===== config.mk =====
export PLATFORM = sky130hd
export DESIGN_NAME = ipv4_dotted_decimal_parser_top
export DESIGN_NICKNAME = d
export VERILOG_FILES = /design/src/sv/ipv4dp_pkg.sv /design/src/sv/ipv4_dotted_decimal_parser_top.sv
export SDC_FILE = /design/constraint.sdc
export NUM_CORES = 1
export LEC_CHECK = 0
export BUFFER_PORTS_ARGS = -buffer_cell sky130_fd_sc_hd__buf_2
export CORE_MARGIN = 2
export CORE_UTILIZATION = 40
export DETAILED_ROUTE_END_ITERATION = 8
export SYNTH_ARGS = -nofsm -noshare
export SYNTH_HDL_FRONTEND = slang
export SYNTH_SLANG_ARGS = --single-unit

===== constraint.sdc =====
create_clock -name clk -period 9.82 [get_ports clk]
set_input_delay 1.964 -clock clk [delete_from_list [all_inputs] [get_ports clk]]
set_output_delay 1.964 -clock clk [all_outputs]
set_load 0.01 [all_outputs]

===== src/sv/ipv4dp_pkg.sv =====
// Shared constants, types and helpers for the IPv4 dotted-decimal parser.
// Depends on nothing; imported by the top level and its checker.
package ipv4dp_pkg;

  localparam logic [3:0] MAX_CHARS = 4'd15;
  localparam logic [2:0] FIELDS    = 3'd4;

  localparam logic [7:0] CH_ZERO = 8'h30;
  localparam logic [7:0] CH_NINE = 8'h39;
  localparam logic [7:0] CH_DOT  = 8'h2E;

  typedef enum logic [1:0] {
    REASON_OTHER      = 2'd0,
    REASON_LENGTH     = 2'd1,
    REASON_FOURTH_DOT = 2'd2,
    REASON_LAST_FLAG  = 2'd3
  } reason_t;

  // Places a field value at bit 8*idx; bits above the word are dropped.
  function automatic logic [31:0] place_field(input logic [9:0] acc, input logic [1:0] idx);
    logic [31:0] wide;
    wide = {22'd0, acc};
    return wide << {idx, 3'b000};
  endfunction

endpackage


===== src/sv/ipv4_dotted_decimal_parser_top.sv =====
// Top level of the IPv4 dotted-decimal parser.
// Depends on ipv4dp_pkg.
//
// One ASCII character is taken per beat and a full 32-bit address word, with
// the reason parsing stopped, is returned as one result beat per string. The
// block accepts a character every cycle unless a character that ends a string
// waits on the result channel; each character passes an input register and
// then parse logic (a multiply by ten on the field value and a single 32-bit
// add of the closed field into the sum word) before the result register.
// Characters that give no result never wait on the result channel; only a
// character that ends a string stalls while an older result has not been
// taken.
module ipv4_dotted_decimal_parser_top
  import ipv4dp_pkg::*;
(
  input  logic        clk,
  input  logic        rst_n,
  input  logic        in_valid,
  output logic        in_ready,
  input  logic [7:0]  in_ch,
  input  logic        in_last,
  output logic        out_valid,
  input  logic        out_ready,
  output logic [31:0] out_addr_value,
  output logic [1:0]  out_end_reason
);

  logic        s1_valid_r;
  logic [7:0]  s1_ch_r;
  logic        s1_last_r;

  logic [9:0]  acc_r, acc_nxt;
  logic [1:0]  dcnt_r, dcnt_nxt;
  logic [2:0]  fidx_r, fidx_nxt;
  logic [3:0]  ccnt_r, ccnt_nxt;
  logic [31:0] sum_r, sum_nxt;
  logic        skip_r, skip_nxt;

  logic        out_valid_r;
  logic [31:0] out_addr_r;
  reason_t     out_reason_r;

  logic        is_digit, is_dot;
  logic [9:0]  acc_step;
  logic [9:0]  acc_new;
  logic [1:0]  dcnt_new;
  logic [2:0]  fidx_new;
  logic [3:0]  ccnt_new;
  logic        has_reason;
  reason_t     reason;
  logic [31:0] addend;
  logic [31:0] sum_fin;
  logic        res_fire;
  logic        adv;

  assign is_digit = (s1_ch_r >= CH_ZERO) && (s1_ch_r <= CH_NINE);
  assign is_dot   = (s1_ch_r == CH_DOT);

  // acc * 10 + digit, kept to ten bits; the digit is the low nibble of an
  // ASCII numeral.
  assign acc_step = {acc_r[6:0], 3'b000} + {acc_r[8:0], 1'b0} + {6'd0, s1_ch_r[3:0]};

  always_comb begin
    acc_new    = acc_r;
    dcnt_new   = dcnt_r;
    fidx_new   = fidx_r;
    ccnt_new   = ccnt_r;
    has_reason = 1'b0;
    reason     = REASON_OTHER;
    if (is_digit) begin
      if (dcnt_r != 2'd3) begin
        acc_new  = acc_step;
        dcnt_new = dcnt_r + 2'd1;
      end
      ccnt_new = ccnt_r + 4'd1;
    end else if (is_dot) begin
      acc_new  = '0;
      dcnt_new = '0;
      fidx_new = fidx_r + 3'd1;
      ccnt_new = ccnt_r + 4'd1;
      if (fidx_new >= FIELDS) begin
        has_reason = 1'b1;
        reason     = REASON_FOURTH_DOT;
      end
    end else begin
      has_reason = 1'b1;
      reason     = REASON_OTHER;
    end
    if (!has_reason && (ccnt_new >= MAX_CHARS)) begin
      has_reason = 1'b1;
      reason     = REASON_LENGTH;
    end
    if (!has_reason && s1_last_r) begin
      has_reason = 1'b1;
      reason     = REASON_LAST_FLAG;
    end
  end

  // Only one field can close per character: the open field on a dot, or the
  // field left open when the string ends on anything else.
  always_comb begin
    addend = '0;
    if (is_dot) begin
      if ((dcnt_r != 2'd0) && (fidx_r < FIELDS)) begin
        addend = place_field(acc_r, fidx_r[1:0]);
      end
    end else if (has_reason && (dcnt_new != 2'd0) && (fidx_r < FIELDS)) begin
      addend = place_field(acc_new, fidx_r[1:0]);
    end
  end

  assign sum_fin  = sum_r + addend;
  assign res_fire = s1_valid_r && !skip_r && has_reason;
  assign adv      = s1_valid_r && (!res_fire || !out_valid_r || out_ready);
  assign in_ready = !s1_valid_r || adv;

  always_comb begin
    acc_nxt  = acc_r;
    dcnt_nxt = dcnt_r;
    fidx_nxt = fidx_r;
    ccnt_nxt = ccnt_r;
    sum_nxt  = sum_r;
    skip_nxt = skip_r;
    if (adv) begin
      if (skip_r) begin
        skip_nxt = !s1_last_r;
      end else if (has_reason) begin
        acc_nxt  = '0;
        dcnt_nxt = '0;
        fidx_nxt = '0;
        ccnt_nxt = '0;
        sum_nxt  = '0;
        skip_nxt = !s1_last_r;
      end else begin
        acc_nxt  = acc_new;
        dcnt_nxt = dcnt_new;
        fidx_nxt = fidx_new;
        ccnt_nxt = ccnt_new;
        sum_nxt  = sum_fin;
      end
    end
  end

  always_ff @(posedge clk) begin
    if (!rst_n) begin
      s1_valid_r  <= 1'b0;
      acc_r       <= '0;
      dcnt_r      <= '0;
      fidx_r      <= '0;
      ccnt_r      <= '0;
      sum_r       <= '0;
      skip_r      <= 1'b0;
      out_valid_r <= 1'b0;
    end else begin
      if (in_ready) begin
        s1_valid_r <= in_valid;
      end
      acc_r  <= acc_nxt;
      dcnt_r <= dcnt_nxt;
      fidx_r <= fidx_nxt;
      ccnt_r <= ccnt_nxt;
      sum_r  <= sum_nxt;
      skip_r <= skip_nxt;
      if (adv && res_fire) begin
        out_valid_r <= 1'b1;
      end else if (out_ready) begin
        out_valid_r <= 1'b0;
      end
    end
  end

  always_ff @(posedge clk) begin
    if (in_ready && in_valid) begin
      s1_ch_r   <= in_ch;
      s1_last_r <= in_last;
    end
    if (adv && res_fire) begin
      out_addr_r   <= sum_fin;
      out_reason_r <= reason;
    end
  end

  assign out_valid      = out_valid_r;
  assign out_addr_value = out_addr_r;
  assign out_end_reason = out_reason_r;

endmodule


==> flow_metrics.tcl <==
set metrics [dict create \
    run_status "finished, final reports clean" \
    cp_slowest_cell "fa_1" \
    die_w_um 131 \
    yosys.area_share.adder 0.105 \
    first_pass_iters 5 \
    pin_count 49 \
    maxCapViolCount 0 \
    crit_buf_inv 2 \
    io_buffers 48 \
    postCtsSetupBuffers 0 \
    synth.most_common_cell "nor2_1" \
    cts_buffer_depth 2 \
    rsz0062_at_grt "false" \
    peakVddDrop_uv 107 \
    drc 0 \
    cpMostUsedCell "o21ai_0" \
    finalWirelength_um 17000 \
    syn2layout_area_growth_pct 10.7 \
    start_kind "register" \
    grt_antenna_before_repair 0 \
    synthCells 714 \
    finClkSkew_ns 0.00940 \
    synth-compound-area-share 0.238 \
    cts-root-buf "clkbuf_16" \
    setup-violations-final 0 \
    crit_required_ns 9.92 \
    hold_violations 0 \
    routedWlPerCell_um 17.7 \
    gp_congestion 0.954 \
    core-area_mm2 0.0158 \
    cts_sinks 97 \
    layout-drive-gt1-share 0.129 \
    placed_cells 946 \
    r2r_start "s1_ch_r[3]" \
    cp_max_fo 6 \
    synth_edf_count 43 \
    end_kind "register" \
    critPathLaunch "s1_ch_r[3]" \
    synth_top_family_by_area "compound AO/OA/AOI/OAI gates" \
    crit_family "compound AO/OA/AOI/OAI gates" \
    worstHoldPathType "register to register" \
    grt_max_degree 51 \
    syn-num-nets 779 \
    ys_warn_count 0 \
    path_class "register to register" \
    insertion_delay_ns 0.35 \
    cts_resized 0 \
    drtIter0Drc 469 \
    chipHeight_um 131 \
    vias 5627 \
    ys_seq_elements 97 \
    hold_slack_ns 0.464 \
    finalCritPeriodShare 0.565 \
    synth_xor_xnor_area_share 0.0449 \
    worst_pin_slew_ns 1.06 \
    placementRows 46 \
    h-tree-depth 3 \
    crit_chain "inv_1, fa_1, inv_1, ha_1, a211oi_2, o21ai_0, a31oi_1, o21bai_1, xnor2_1, o21ai_0, mux2i_1, o22ai_1, ha_1, o21a_1, o21ai_0, and2b_1, o21ai_1, a311oi_2, o21bai_1, a21oi_1, xnor2_1" \
    postSynthAreaPerCell_um2 9.02 \
    slew_headroom 0.294 \
    cts_tree "built" \
    cts-buffers-inserted 9 \
    overflow 0 \
    synth_area_leaders "edfxtp_1, dfxtp_1, ha_1" \
    synth_mux_area_frac 0.0130 \
    timing.final.ws_setup_ns 4.27 \
    hold_buffers 0 \
    yosysTopAreaCellShare 0.201 \
    fin_util 0.451 \
    synthSimpleGateAreaFrac 0.189 \
    start_util 0.407 \
    clkTransAtPathRegs_ns 0.07 \
    synthFlopType "dfxtp_1" \
    synth-seq-area-share 0.368 \
    async_reset_ff_frac 0 \
    max_stage_delay_ns 0.60 \
    grt_pass1_vias 5401 \
    diodes 0 \
    fin_crit_ns 5.55 \
    synth_cell_type_count 82 \
    viasPerCell 5.85 \
    place_ws_ns 4.37 \
    global_route.usage.total 0.206 \
    die_area_mm2 0.0171 \
    final-max-slew-violation-count 0 \
    p_per_area_mw_per_mm2 118 \
    p_leak_nw 2.80 \
    syn_area_mm2 0.00644 \
    dp_hpwl_um 12100 \
    min_from "sum_r[0]" \
    synth_commonest_cells "nor2_1, nand2_1, a21oi_1, dfxtp_1, ha_1" \
    grt_pass1_wl_um 27700 \
    fin_tns_setup_ns 0 \
    final_cells 962 \
    synth_area_leader_cell "edfxtp_1" \
    fmax_ghz 0.180 \
    crit_arrival_ns 5.65 \
    postRouteAntennaNets 0 \
    final_nets 806 \
]
tightest hold or removal path: cells and delay by family (launching register included):
family / cells / cell delay, ns
AO/OA/AOI/OAI: 1 / 0.05
flip-flops: 1 / 0.31
AND/OR/NAND/NOR: 1 / 0.05
cells in the final DEF (no fill, tap or decap), drive strengths merged, types with 8 or more instances in the layout:
master  count
buf        52
nand4      17
nand3      30
a21oi      55
ha         49
and3        8
a21o       17
a22oi      19
a31oi       9
xnor2      22
edfxtp     43
a22o       11
o21bai     11
nor2b       9
nor2       69
inv        29
o21ai      39
clkbuf     11
dfxtp      54
xor2       11
nand2      59
nor3       23
final cells by class:
| class | instances | area [um2] |
|---|---|---|
| Fill cell | 1541 | 8700 |
| Sequential cell | 97 | 2370 |
| Clock buffer | 11 | 253 |
| Timing Repair Buffer | 52 | 270 |
| Clock inverter | 5 | 53.8 |
| Multi-Input combinational cell | 552 | 3800 |
| Inverter | 29 | 109 |
| Tap cell | 216 | 270 |
flip-flops by register name (all words and copies together), names as in the netlist, 2 cells and up:
signal	cells
out_addr_value	32
acc_r	10
s1_ch_r	8
out_end_reason	2
dcnt_r	2
fidx_r	3
ccnt_r	4
sum_r	32
power by group:
part           switching [mW]  internal (mW)  leakage [nW]  total (mW)
sequential            0.00376          0.430         0.847       0.434
clock                   0.152          0.210         0.145       0.362
combinational          0.0308         0.0119          1.81      0.0427
logic make-up (layout without fill, tap and decap cells):
| kind of cell | after synthesis | count (layout) |
|---|---|---|
| adders and majority gates | 52 | 52 |
| DFF | 97 | 97 |
| buffers and inverters | 65 | 97 |
| AOI/OAI and AO/OA | 218 | 218 |
| xor gates and xnor gates | 33 | 33 |
| and+or+nand+nor | 241 | 241 |
| muxes | 8 | 8 |
layer usage:
metal	up-vias	share of wire	GRT usage
met5	-	0	0
met4	0	0.029	0.0814
met3	35	0.050	0.0350
met2	191	0.47	0.345
met1	2690	0.45	0.267
li1	2711	-	-
through the flow:
step           power (mW)  area, um2
2_1_floorplan       0.468       6440
3_3_place_gp        0.485       6820
3_5_place_dp        0.486       6820
4_1_cts             0.848       7130
5_1_grt             0.866       7130
6_report            0.839       7130
final timing paths:
path                         to  slack, ns  cells past startpoint
max reg2reg  out_addr_value[28]       4.27                     21
max          out_addr_value[28]       4.27                     21
min reg2reg            sum_r[0]       0.46                      2
min                    sum_r[0]       0.46                      2
Power figures use the tool's default switching activity.
